--- src/design/slis_pkg.sv ---
package slis_pkg;

   localparam int DATA_WIDTH     = 32;
   localparam int RSP_CNT_WIDTH  = 5;
   localparam int CAPACITY_DEF   = 16;

   localparam logic ACT_INSERT = 1'b0;
   localparam logic ACT_SEARCH = 1'b1;

   localparam logic STATUS_DONE = 1'b0;
   localparam logic STATUS_FULL = 1'b1;

   typedef enum logic [1:0] {
      ST_IDLE,
      ST_EXEC,
      ST_REPLY
   } slis_state_type;

   // what each cell hands to the cell above it
   typedef struct packed {
      logic                         valid;
      logic                         less;
      logic signed [DATA_WIDTH-1:0] value;
   } slis_link_type;

   typedef struct packed {
      logic exec;
      logic reply;
   } slis_ctrl_type;

   typedef struct packed {
      logic ins_en;
      logic cmp_en;
   } slis_cell_ctl_type;

endpackage

--- src/design/slis_cell.sv ---
module slis_cell (
   input  logic                                  clock,
   input  logic                                  reset,
   input  slis_pkg::slis_cell_ctl_type           ctl,
   input  logic signed [slis_pkg::DATA_WIDTH-1:0] key,
   input  slis_pkg::slis_link_type               link_lo,
   output slis_pkg::slis_link_type               link_hi,
   output logic                                  match
);
   import slis_pkg::*;

   logic signed [DATA_WIDTH-1:0] value_ff, value_in;
   logic                         valid_ff, valid_in;
   logic                         match_ff, match_in;
   logic                         less;

   assign less = valid_ff && (value_ff < key);

   always_comb begin
      value_in = value_ff;
      valid_in = valid_ff;
      match_in = match_ff;
      if (ctl.ins_en) begin
         valid_in = link_lo.valid;
         if (!less) begin
            // either the new key lands here or the entry below moves up
            value_in = link_lo.less ? key : link_lo.value;
         end
      end
      if (ctl.cmp_en) begin
         match_in = valid_ff && (value_ff == key);
      end
   end

   always_ff @(posedge clock) begin
      if (reset) begin
         valid_ff <= 1'b0;
         match_ff <= 1'b0;
      end else begin
         valid_ff <= valid_in;
         match_ff <= match_in;
      end
      value_ff <= value_in;
   end

   assign link_hi.valid = valid_ff;
   assign link_hi.less  = less;
   assign link_hi.value = value_ff;
   assign match         = match_ff;

endmodule

--- src/design/slis_ctrl.sv ---
module slis_ctrl (
   input  logic                    clock,
   input  logic                    reset,
   input  logic                    start,
   output logic                    busy,
   output slis_pkg::slis_ctrl_type ctrl
);
   import slis_pkg::*;

   slis_state_type state_ff, state_in;

   always_comb begin
      state_in = state_ff;
      case (state_ff)
         ST_IDLE:  state_in = start ? ST_EXEC : ST_IDLE;
         ST_EXEC:  state_in = ST_REPLY;
         ST_REPLY: state_in = start ? ST_EXEC : ST_IDLE;
         default:  state_in = ST_IDLE;
      endcase
   end

   always_comb begin
      busy       = 1'b0;
      ctrl.exec  = 1'b0;
      ctrl.reply = 1'b0;
      case (state_ff)
         ST_IDLE: begin
         end
         ST_EXEC: begin
            busy      = 1'b1;
            ctrl.exec = 1'b1;
         end
         ST_REPLY: begin
            ctrl.reply = 1'b1;
         end
         default: begin
         end
      endcase
   end

   always_ff @(posedge clock) begin
      if (reset) begin
         state_ff <= ST_IDLE;
      end else begin
         state_ff <= state_in;
      end
   end

endmodule

--- src/design/sorted_list_insert_search.sv ---
// Sorted list of signed 32-bit values held in a row of CAPACITY cells, one entry per
// cell, ascending from cell 0. An item is taken when start is high and busy is low.
// Each item has an execute state, then a reply state. In the execute state, every cell
// compares the key with its own entry at once and an insert shifts the larger entries
// up one cell; in the reply state, the result is on the rsp_ ports for exactly one
// cycle, marked by rsp_strobe, and the next item may already be taken in that cycle.
// The receiver cannot stall: a result not taken in its cycle is gone. An insert into a
// full list is rejected with rsp_status high; every result carries the entry count.
module sorted_list_insert_search #(
   parameter int CAPACITY = slis_pkg::CAPACITY_DEF
) (
   input  logic                                  clock,
   input  logic                                  reset,
   input  logic                                  start,
   output logic                                  busy,
   input  logic                                  req_action,
   input  logic signed [slis_pkg::DATA_WIDTH-1:0] req_item_value,
   output logic                                  rsp_strobe,
   output logic                                  rsp_found,
   output logic                                  rsp_status,
   output logic [slis_pkg::RSP_CNT_WIDTH-1:0]    rsp_entry_count
);
   import slis_pkg::*;

   localparam int CNT_W = $clog2(CAPACITY + 1);

   slis_ctrl_type                ctrl;
   slis_cell_ctl_type            cell_ctl;
   slis_link_type                link [CAPACITY+1];
   logic [CAPACITY-1:0]          match;

   logic                         action_ff;
   logic signed [DATA_WIDTH-1:0] key_ff;
   logic [CNT_W-1:0]             count_ff, count_in;
   logic                         status_ff, status_in;
   logic                         accept;
   logic                         full;

   assign accept = start && !busy;
   assign full   = (count_ff == CNT_W'(CAPACITY));

   slis_ctrl u_ctrl (
      .clock (clock),
      .reset (reset),
      .start (start),
      .busy  (busy),
      .ctrl  (ctrl)
   );

   assign cell_ctl.ins_en = ctrl.exec && (action_ff == ACT_INSERT) && !full;
   assign cell_ctl.cmp_en = ctrl.exec;

   // below cell 0 sits an always-valid, always-smaller neighbour
   assign link[0].valid = 1'b1;
   assign link[0].less  = 1'b1;
   assign link[0].value = '0;

   for (genvar i = 0; i < CAPACITY; i++) begin : g_cell
      slis_cell u_cell (
         .clock   (clock),
         .reset   (reset),
         .ctl     (cell_ctl),
         .key     (key_ff),
         .link_lo (link[i]),
         .link_hi (link[i+1]),
         .match   (match[i])
      );
   end

   always_comb begin
      count_in  = count_ff;
      status_in = status_ff;
      if (ctrl.exec) begin
         status_in = STATUS_DONE;
         if (action_ff == ACT_INSERT) begin
            if (full) begin
               status_in = STATUS_FULL;
            end else begin
               count_in = count_ff + CNT_W'(1);
            end
         end
      end
   end

   always_ff @(posedge clock) begin
      if (reset) begin
         count_ff  <= '0;
         status_ff <= STATUS_DONE;
      end else begin
         count_ff  <= count_in;
         status_ff <= status_in;
      end
      if (accept) begin
         action_ff <= req_action;
         key_ff    <= req_item_value;
      end
   end

   assign rsp_strobe      = ctrl.reply;
   assign rsp_found       = (action_ff == ACT_SEARCH) && (|match);
   assign rsp_status      = status_ff;
   assign rsp_entry_count = RSP_CNT_WIDTH'(count_ff);

   a_found_not_full: assert property (@(posedge clock) disable iff (reset)
      rsp_strobe |-> !(rsp_found && rsp_status))
      else $error("found and overflow reported together");

   a_accept_exec: assert property (@(posedge clock) disable iff (reset)
      accept |=> busy)
      else $error("accepted item not executed");

   a_exec_reply: assert property (@(posedge clock) disable iff (reset)
      busy |=> rsp_strobe)
      else $error("executed item gave no result");

   a_full_reject: assert property (@(posedge clock) disable iff (reset)
      (rsp_strobe && rsp_status) |-> full)
      else $error("insert rejected while list not full");

   a_count_range: assert property (@(posedge clock) disable iff (reset)
      count_ff <= CNT_W'(CAPACITY))
      else $error("entry count beyond capacity");

endmodule
--- config.mk ---
export PLATFORM = sky130hd
export DESIGN_NAME = sorted_list_insert_search
export DESIGN_NICKNAME = d
export VERILOG_FILES = /design/src/design/slis_pkg.sv /design/src/design/slis_cell.sv /design/src/design/slis_ctrl.sv /design/src/design/sorted_list_insert_search.sv
export SDC_FILE = /design/constraint.sdc
export NUM_CORES = 1
export LEC_CHECK = 0
export ABC_AREA = 1
export BUFFER_PORTS_ARGS = -buffer_cell sky130_fd_sc_hd__buf_4
export CORE_MARGIN = 3
export CORE_UTILIZATION = 30
export DETAILED_ROUTE_END_ITERATION = 12
export PLACE_DENSITY = 0.41
export SLEW_MARGIN = 20
export SYNTH_ARGS = -nofsm -noshare
export SYNTH_HDL_FRONTEND = slang
export SYNTH_SLANG_ARGS = --single-unit
export TNS_END_PERCENT = 20
--- constraint.sdc ---
create_clock -name clock -period 3.6 [get_ports clock]
set_input_delay 0.18 -clock clock [delete_from_list [all_inputs] [get_ports clock]]
set_output_delay 0.18 -clock clock [all_outputs]
set_load 0.02 [all_outputs]
# --- Yosys cells after proc, flatten, opt, wreduce, memory -nomap -nowiden ---
# Cells that the tools add are included.
totals:
  word_cells: 186
  reg_bits: 585
classes:
  eq_ne: 19
  add_sub_neg: 1
  n_lt_le_gt_ge: 16
  n_reduce_logical: 58
  muxes: 21
  bitwise: 18
ops:
  columns: ["operator", "n"]
  rows:
  - ["$eq A32 B32 Y1", 16]
  - ["$lt A32 B32 Y1", 16]
  - ["$mux W32", 15]
  - ["$logic_and A1 B1 Y1", 36]
  - ["$reduce_and A2 Y1", 16]
  - ["$not A1 Y1", 18]
  - ["$reduce_or A16 Y1", 1]
  - ["$add A5 B1 Y5 const B", 1]
  - ["$eq A5 B5 Y1 const B", 1]
  - ["$mux W1", 5]
  - ["$pmux W2 S2", 1]
  - ["$reduce_and A3 Y1", 1]
  - ["$eq A2 B1 Y1 const B", 1]
  - ["$eq A2 B2 Y1 const B", 1]
  - ["$logic_not A1 Y1", 2]
  - ["$logic_not A2 Y1", 1]
  - ["$reduce_or A2 Y1", 1]

# --- Logic depth before layout (Yosys ltp) ---
# Gate-level depths: netlist of the first run.
depth:
  ltp_word: 5
  ltp_mapped: 19

# --- Modules after synthesis ---
# From an unflattened synthesis of the first run, not the netlist that was laid out.
unflattened:
  hier_cells: 4722
  area_unflattened_um2: 39454.1
modules_own_cells:
  columns: ["mod", "n_inst", "area_each_um2", "cells_each"]
  rows:
  - ["slis_cell at g_cell[0].u_cell ...", 15, 2373.5, 288]
  - ["slis_cell at g_cell[15].u_cell", 1, 2356.0, 288]
  - ["sorted_list_insert_search", 1, 1415.1, 103]
  - ["slis_ctrl", 1, 80.1, 11]

# --- Worst setup path after synthesis of the first run ---
# OpenSTA, ideal clock, no wires.
synth_path:
  path_type: "reg-to-reg"
  startpoint: "register key_ff[31]"
  endpoint: "register g_cell[15].u_cell.value_ff[0], enable pin"
  slack_ns: -0.410
  path_buffers: 2
  arrival_time_ns: 3.588
  synth_period_minus_slack_ns: 4.010
  stages_incl_launch_ff: 13
  path_cell_list: "edfxtp_1 -> clkbuf_1 -> clkbuf_1 -> inv_1 -> ha_1 -> nand2_1 -> nor2_1 -> nand2_1 -> nor4_1 -> nand2_1 -> a21oi_1 -> nor2_1 -> nor2_1"
synth_via:
  elab_chain_len: 4
synth_rtl:
  columns: ["item", "line", "rtl"]
  rows:
  - ["start, declared", "sorted_list_insert_search.sv:33", "logic signed [DATA_WIDTH-1:0] key_ff;"]
  - ["start signal, assigned", "sorted_list_insert_search.sv:95", "key_ff <= req_item_value;"]
  - ["$lt A32 B32 Y1", "slis_cell.sv:17", "assign less = valid_ff && (value_ff < key);"]
  - ["$logic_and A1 B1 Y1", "slis_cell.sv:17", null]
  - ["$not A1 Y1 (no source line)", null, null]
  - ["$reduce_and A2 Y1 (no source line)", null, null]
  - ["end signal, assigned", "slis_cell.sv:43", "value_ff <= value_in;"]
  - ["end, declared", "slis_cell.sv:12", "logic signed [DATA_WIDTH-1:0] value_ff, value_in;"]
# Every way passes these cells.
# A chain may end at the register's enable or synchronous reset.

# --- Worst setup path in the final report of the first run ---
layout_path:
  startpoint: "register key_ff[2]"
  endpoint: "register g_cell[13].u_cell.value_ff[11], enable pin"
layout_via:
  elab_chain_len: 4
layout_rtl:
  columns: ["item", "line"]
  rows:
  - ["$lt A32 B32 Y1", "slis_cell.sv:17"]
  - ["$logic_and A1 B1 Y1", "slis_cell.sv:17"]
  - ["$not A1 Y1 (no source line)", null]
  - ["$reduce_and A2 Y1 (no source line)", null]
  - ["end signal, assigned", "slis_cell.sv:43"]
  - ["end, declared", "slis_cell.sv:12"]
# Every way passes these cells.

==> summary.txt, run 1 <==
Worst setup path
  – Critical Path Max Stage Delay: approximately 0.60 ns
  – Crit-path most repeated cell: nand2_1
  – Worst endpoint data arrival time: roughly 3.5 ns
  – Worst Path Class, Setup: reg2reg
  – Max FO, Critical Path: 32
  – CP endpoint kind: flip-flop
  – Worst-path cell chain: inv_1 -> buf_4 -> ha_1 -> nand2_1 -> o21ai_0 -> nand2_1 -> nand3_1 -> nand2_1 -> nand3_1 -> nand3_2 -> and2_1 -> buf_4
  – CP max stage cell: inv_1
  – Data required time at the worst endpoint: 3.91 ns
  – Critical Path Source Type: flip-flop

CTS
  – Cts hold-fix bufs: 34
  – CTS H-tree lvls: 3
  – Register clock-pin slew on the reported worst setup and hold paths: 0.06 ns
  – Cts repair resizes: 0
  – Clk sink count: 585
  – Post-CTS Setup Inserts: 0
  – Clk buf depth: 3
  – CTS Buf Count: between 70 and 80
  – Root cell of the clock tree: clkbuf_16
  – CTS tree: built
  – Worst skew pair latency: slightly below 0.7 ns

Timing
  – Slew Limit Fails: 0
  – Fmax: 0.3103 GHz
  – Setup_tns: 0 ns
  – Fin crit period: 3.223 ns
  – Worst clock skew: 0.02536 ns
  – Fin worst setup slack: 0.3771 ns
  – Final critical-path share of the clock period: 0.8953
  – RSZ-0062 raised after global routing: false
  – Worst hold margin: 0.09447 ns
  – Setup-failing EPs final: 0
  – Final Hold Fails: 0
  – Normalized max-slew margin: 0.2891
  – Slew @ Worst Pin: 1.057 ns

Detailed routing
  – DR vias: between 30,000 and 40,000
  – Residual DRC: 0
  – 1st-iter DRT viols: between 2,000 and 3,000
  – Wire length per cell: 23.96 um
  – Vias per cell: 5.191
  – Metal-1 WL: between 60,000 and 70,000 um
  – Antenna Nets Post-Route: 0
  – Initial DRT Pass Iterations: 6
  – Final WL: 143,800 um
  – Top sig layer: met4
  – WL met2: 67,890 um
  – WL met3: 7233 um

Global routing
  – Antenna violations before repair: 5
  – First-pass GRT wire length: 208,400 um
  – Vias in the first global route: 30,252
  – Grt ovf: 0
  – Largest net degree at the start of global routing: 41
  – Gr usage total: 0.2183

Job
  – Max cap viols: 0

Power
  – Switching Share: 0.2841
  – Total power: roughly 0.018 W
  – P_sw: just over 0.005 W
  – Clk network pwr share: 0.431
  – Power share of the sequential group: 0.436
  – Internal: 0.01272 W
  – Power Density: ~410 nW/um^2
  – Lkg Pwr: 18.99 nW
  – Comb power frac: 0.133
  – Peak VDD IR: between 0.0003 and 0.0004 V

Placement
  – Post-DP HPWL: 98,940 um
  – Gpl congestion: 0.8213
  – Placed Area: 40,510 sq um
  – Pre-CTS setup slack: 0.3758 ns
  – Port Buffers: between 40 and 50

Synthesis
  – Area share of the largest cell type after synthesis: 0.4338
  – Synthesis-stage register bit count: 585
  – Post-Syn Area: about 38,000 sq um
  – Net Count, Synth: roughly 4,800
  – Post-synth top cells: nand2_1 (1,531), edfxtp_1 (545), ha_1 (514)
  – Sequential area share after synthesis: 0.4550
  – Synthesized area per cell: a little under 9 sq um
  – Async set or reset register ratio after synthesis: 0
  – Synth cell types: 29
  – Synth Flop Type: edfxtp_1
  – Synth top area cells: edfxtp_1 (43%), ha_1 (17%), nand2_1 (15%), nand4_1 (8.5%), a21oi_1 (3.5%)
  – Most numerous cell in the Yosys netlist: nand2_1
  – Synth area leader: edfxtp_1
  – Number of synthesized flops with an enable pin: 545
  – Cells after Synth: about 4,300
  – Yosys warning total: 0

Final layout
  – Synthesis-to-finish area growth: 14.75%
  – Layout cell share with drive strength beyond 1: 0.07745
  – Fillers: 12,811
  – Final Net Count: 4,853
  – Design Area, Final: around 43,000 sq um

Die
  – Initial Utilization: 0.3036
  – Num rows: 129
  – Die height: 360.6 um
  – DIE AREA: 130,100 sq um
  – Core area: 124,300 sq um
  – Ports: 45
  – Die width: 360.6 um

Worst hold path
  – Worst min path class: in2reg

Run status
  – Outcome: complete, no violations
cells in the final DEF, fill, tap and decap left out, types with 2 or more instances in the layout:
cell type / count
a211oi_1: 3
a21boi_0: 11
a21o_1: 3
a21oi_1: 261
and2_1: 15
buf_12: 25
buf_4: 183
bufinv_16: 4
clkbuf_1: 16
clkbuf_16: 80
clkbuf_8: 3
clkinv_1: 13
clkinv_2: 11
clkinvlp_4: 7
dfxtp_1: 40
dlygate4sd3_1: 34
edfxtp_1: 545
ha_1: 514
inv_1: 199
inv_6: 4
nand2_1: 1530
nand2_2: 2
nand3_1: 70
nand3_2: 13
nand4_1: 512
nor2_1: 140
nor3_1: 20
nor3b_1: 2
nor4_1: 6
o21a_1: 30
o21ai_0: 56
o21bai_1: 4
path summary, 6_finish.rpt:
kind / start / to / slack, ns / cells past startpoint
min: reset / u_ctrl.state_ff[1]$_SDFF_PP0_ / 0.09 / 2
max reg2reg: key_ff[2]$_DFFE_PP_ / g_cell[13].u_cell.value_ff[11]$_DFFE_PP_ / 0.38 / 12
max: key_ff[2]$_DFFE_PP_ / g_cell[13].u_cell.value_ff[11]$_DFFE_PP_ / 0.38 / 12
min reg2reg: rsp_status$_SDFFE_PP0P_ / rsp_status$_SDFFE_PP0P_ / 0.47 / 2
final cells by class:
type,instances,area (sq um),share of cell area
Clock inverter,41,336.6,0.007774
Clock buffer,99,2103,0.04858
Timing Repair Buffer,242,2215,0.05115
Tap cell,1637,2048,0.04731
Sequential cell,585,17170,0.3965
Inverter,199,747.0,0.01725
Multi-Input combinational cell,3198,18670,0.4313
Antenna cell,1,2.502,0.00005780
power by group through the flow:
stage / clock (W) / combinational (W) / sequential (W)
4_1_cts: 0.00785 / 0.00237 / 0.00775
2_1_floorplan: 0 / 0.00137 / 0.00782
3_5_place_dp: 0 / 0.00234 / 0.00789
6_report: 0.00766 / 0.00237 / 0.00775
3_3_place_gp: 0 / 0.00231 / 0.00789
5_1_grt: 0.00809 / 0.00263 / 0.00776
kinds of logic after synthesis:
group,synth area share
flops,0.4550
compound gates,0.05243
buf+inv,0.05034
simple gates,0.2717
fa+ha+maj,0.1705
sequential cells by signal, summed over array words and instances, names as in the netlist:
register	cells
u_ctrl.state_ff	2
g_cell.u_cell.value_ff	512
g_cell.u_cell.match	16
key_ff	32
g_cell.u_cell.valid_ff	16
action_ff	1
rsp_entry_count	5
rsp_status	1
layer usage:
layer | global-route usage | up-vias
met1 | 0.2892 | 14924
li1 | - | 15136
met3 | 0.02999 | 241
met2 | 0.3651 | 858
met5 | 0 | -
met4 | 0.07596 | 0
per-stage QoR:
step                      instances  utilization
after global routing           6001       0.3483
final                          6002       0.3483
after CTS                      6001       0.3483
after floorplan                4252            -
after detailed placement       5827       0.3260
after global placement         5827       0.3260
worst max-delay path: cells and delay by family, from the launching register on:
family / cells / cell delay, ns
AO/OA/AOI/OAI: 1 / 0.10
AND/OR/NAND/NOR: 7 / 0.72
adder cells (fa/ha/maj): 1 / 0.26
flip-flops: 1 / 0.40
buffers and inverters: 3 / 1.34
(Power assumes the default switching activity.)
==> run 2: changes to the inputs <==
Settings changed: RECOVER_POWER set to 50.
==> run 2 against run 1 <==
  * Final cell count is the same
  * Worst hold slack improved by 0.0071 ns
  * Combinational power decreased by 2%
  * Clock skew is 0.0027 ns higher
  * Via count is essentially flat
  * Non-clock buffer count did not move
  * Sequential cell count unchanged
  * Global-route usage did not move
  * The run now ends with max-capacitance violations, max-slew violations left
  * Count of clock-buffer cells in the layout stayed put
  * Die area did not move
==> summary.txt, run 2 (synthesis results as in run 1) <==
Job
  – Max cap viols: 30 (was 0)

Detailed routing
  – Wire length per cell: 23.95 um (was 23.96 um)
  – DR vias: 31,155 (was 31,159)
  – 1st-iter DRT viols: 2,563 (was 2,618)
  – Residual DRC: 0 (unchanged)
  – Final WL: 143,800 um (about the same)
  – Antenna Nets Post-Route: 0 (unchanged)
  – Vias per cell: 5.191 (about the same)
  – Initial DRT Pass Iterations: 6 (unchanged)

CTS
  – Worst skew pair latency: 0.68 ns (about the same)
  – CTS Buf Count: 77 (unchanged)
  – Cts repair resizes: 0 (unchanged)
  – CTS H-tree lvls: 3 (unchanged)
  – Root cell of the clock tree: clkbuf_16 (unchanged)
  – Register clock-pin slew on the reported worst setup and hold paths: 0.06 ns (about the same)
  – CTS tree: built (unchanged)
  – Clk sink count: 585 (unchanged)
  – Clk buf depth: 3 (unchanged)

Worst setup path
  – Critical Path Source Type: flip-flop (unchanged)
  – Top cell family by delay on the critical path: buffers and inverters (unchanged)
  – Worst-path cell chain: inv_1 -> ha_1 -> nand4_1 -> nand2_1 -> inv_1 -> clkbuf_1 -> and2_0 -> clkbuf_2 (was inv_1 -> buf_4 -> ha_1 -> nand2_1 -> o21ai_0 -> nand2_1 -> nand3_1 -> nand2_1 -> nand3_1 -> nand3_2 -> and2_1 -> buf_4)
  – Data required time at the worst endpoint: 3.97 ns (was 3.91 ns)
  – CP endpoint kind: flip-flop (unchanged)
  – Max FO, Critical Path: 16 (was 32)
  – Worst endpoint data arrival time: 3.68 ns (was 3.54 ns)
  – Worst path bufs/invs: 4 (was 3)
  – Worst Path Class, Setup: reg2reg (unchanged)
  – Crit-path most repeated cell: inv_1 (was nand2_1)
  – Critical Path Max Stage Delay: 0.98 ns (was 0.60 ns)
  – CP max stage cell: clkbuf_1 (was inv_1)

Timing
  – Fmax: 0.3016 GHz (was 0.3103 GHz)
  – Setup_tns: 0 ns (unchanged)
  – Slew Limit Fails: 510 (was 0)
  – Slew @ Worst Pin: 2.143 ns (was 1.057 ns)
  – Fin worst setup slack: 0.2848 ns (was 0.3771 ns)
  – RSZ-0062 raised after global routing: false (unchanged)
  – Fin crit period: 3.315 ns (was 3.223 ns)
  – Normalized max-slew margin: -0.4288 (was 0.2891)
  – Final critical-path share of the clock period: 0.9209 (was 0.8953)
  – Setup-failing EPs final: 0 (unchanged)
  – Final Hold Fails: 0 (unchanged)
  – Worst hold margin: 0.1015 ns (was 0.09447 ns)
  – Worst clock skew: 0.02806 ns (was 0.02536 ns)

Die
  – Die width: 360.6 um (unchanged)
  – Die height: 360.6 um (unchanged)
  – Ports: 45 (unchanged)
  – DIE AREA: 130,100 sq um (unchanged)
  – Core area: 124,300 sq um (unchanged)
  – Num rows: 129 (unchanged)
  – Initial Utilization: 0.3036 (unchanged)

Power
  – Power Density: 412.5 nW/um^2 (was 410.6 nW/um^2)
  – Lkg Pwr: 18.75 nW (was 18.99 nW)
  – Peak VDD IR: 0.0003729 V (was 0.0003735 V)
  – Total power: 0.01774 W (was 0.01777 W)

Global routing
  – Largest net degree at the start of global routing: 41 (unchanged)
  – Gr usage total: 0.2183 (unchanged)
  – Vias in the first global route: 30,252 (unchanged)
  – First-pass GRT wire length: 208,400 um (unchanged)
  – Antenna violations before repair: 5 (unchanged)
  – Grt ovf: 0 (unchanged)

Final layout
  – Final Net Count: 4,853 (unchanged)
  – Biggest regs: g_cell.u_cell.value_ff x512, key_ff x32 (unchanged)
  – Most common cell after layout, fill and taps aside: nand2_1 (unchanged)
  – Top reg by flops: g_cell.u_cell.value_ff (unchanged)
  – Synthesis-to-finish area growth: 13.98% (was 14.75%)
  – Largest register FFs: 512 (unchanged)
  – Layout cell share with drive strength beyond 1: 0.06233 (was 0.07745)
  – Most frequent cells in the layout: nand2_1 (1,532), edfxtp_1 (545), ha_1 (514) (was nand2_1 (1,530), edfxtp_1 (545), ha_1 (514))

Placement
  – Gpl congestion: 0.8213 (unchanged)
  – Post-DP HPWL: 98,940 um (unchanged)
  – Port Buffers: 44 (unchanged)
  – Pre-CTS setup slack: 0.3758 ns (unchanged)

Run status
  – Failing checks: max-capacitance violations, max-slew violations
  – Outcome: finished with violations (was complete, no violations)

Worst hold path
  – Worst min path class: in2reg (unchanged)
[run 2: cell types whose count changed in the layout (fill, tap and decap cells not counted), sizes merged]
cell    delta
buf       -90
clkbuf    +90
[run 2: final timing paths]
check,start,endpoint,slack [ns],cells after the start
max,rsp_entry_count[0]$_SDFFE_PP0P_,g_cell[0].u_cell.value_ff[7]$_DFFE_PP_,0.28,8
min,reset,u_ctrl.state_ff[1]$_SDFF_PP0_,0.10,2
max reg2reg,rsp_entry_count[0]$_SDFFE_PP0P_,g_cell[0].u_cell.value_ff[7]$_DFFE_PP_,0.28,8
min reg2reg,u_ctrl.state_ff[0]$_SDFF_PP0_,u_ctrl.state_ff[0]$_SDFF_PP0_,0.46,1
[run 2: cell type report]
class / instances / area (sq um)
timing repair buffer: 242 / 1953
clock buffer: 99 / 2103
clock inverter: 41 / 336.6
tap: 1637 / 2048
sequential: 585 / 17170
antenna: 1 / 2.502
fill: 12882 / 81280
inverter: 199 / 747.0
multi-input combinational: 3198 / 18640
[run 2: metrics by stage]
stage / cell area, sq um / cells / utilization
final: 43000 / 6002 / 0.3460
after global routing: 43000 / 6001 / 0.3460
after CTS: 43290 / 6001 / 0.3483
after detailed placement: 40510 / 5827 / 0.3260
after global placement: 40510 / 5827 / 0.3260
after floorplan: 37730 / 4252 / -
[run 2: per-layer routing]
| metal | track usage | wire, um |
|---|---|---|
| met2 | 0.3651 | 67790 |
| met3 | 0.02999 | 7093 |
| met1 | 0.2892 | 63730 |
| met5 | 0 | 0 |
| met4 | 0.07596 | 5154 |
[run 2: power by group]
group / switching (W) / internal [W]
Combinational: 0.00167 / 0.000657
Sequential: 0.000130 / 0.00762
Clock: 0.00324 / 0.00442
Total: 0.00504 / 0.0127
[run 2: repair_timing]
action | CTS | global route
endpoints found under the setup margin | 0 | 0
endpoints found under the hold margin | 34 | 0
hold buffers | 34 | 0
buffers inserted | 0 | 0
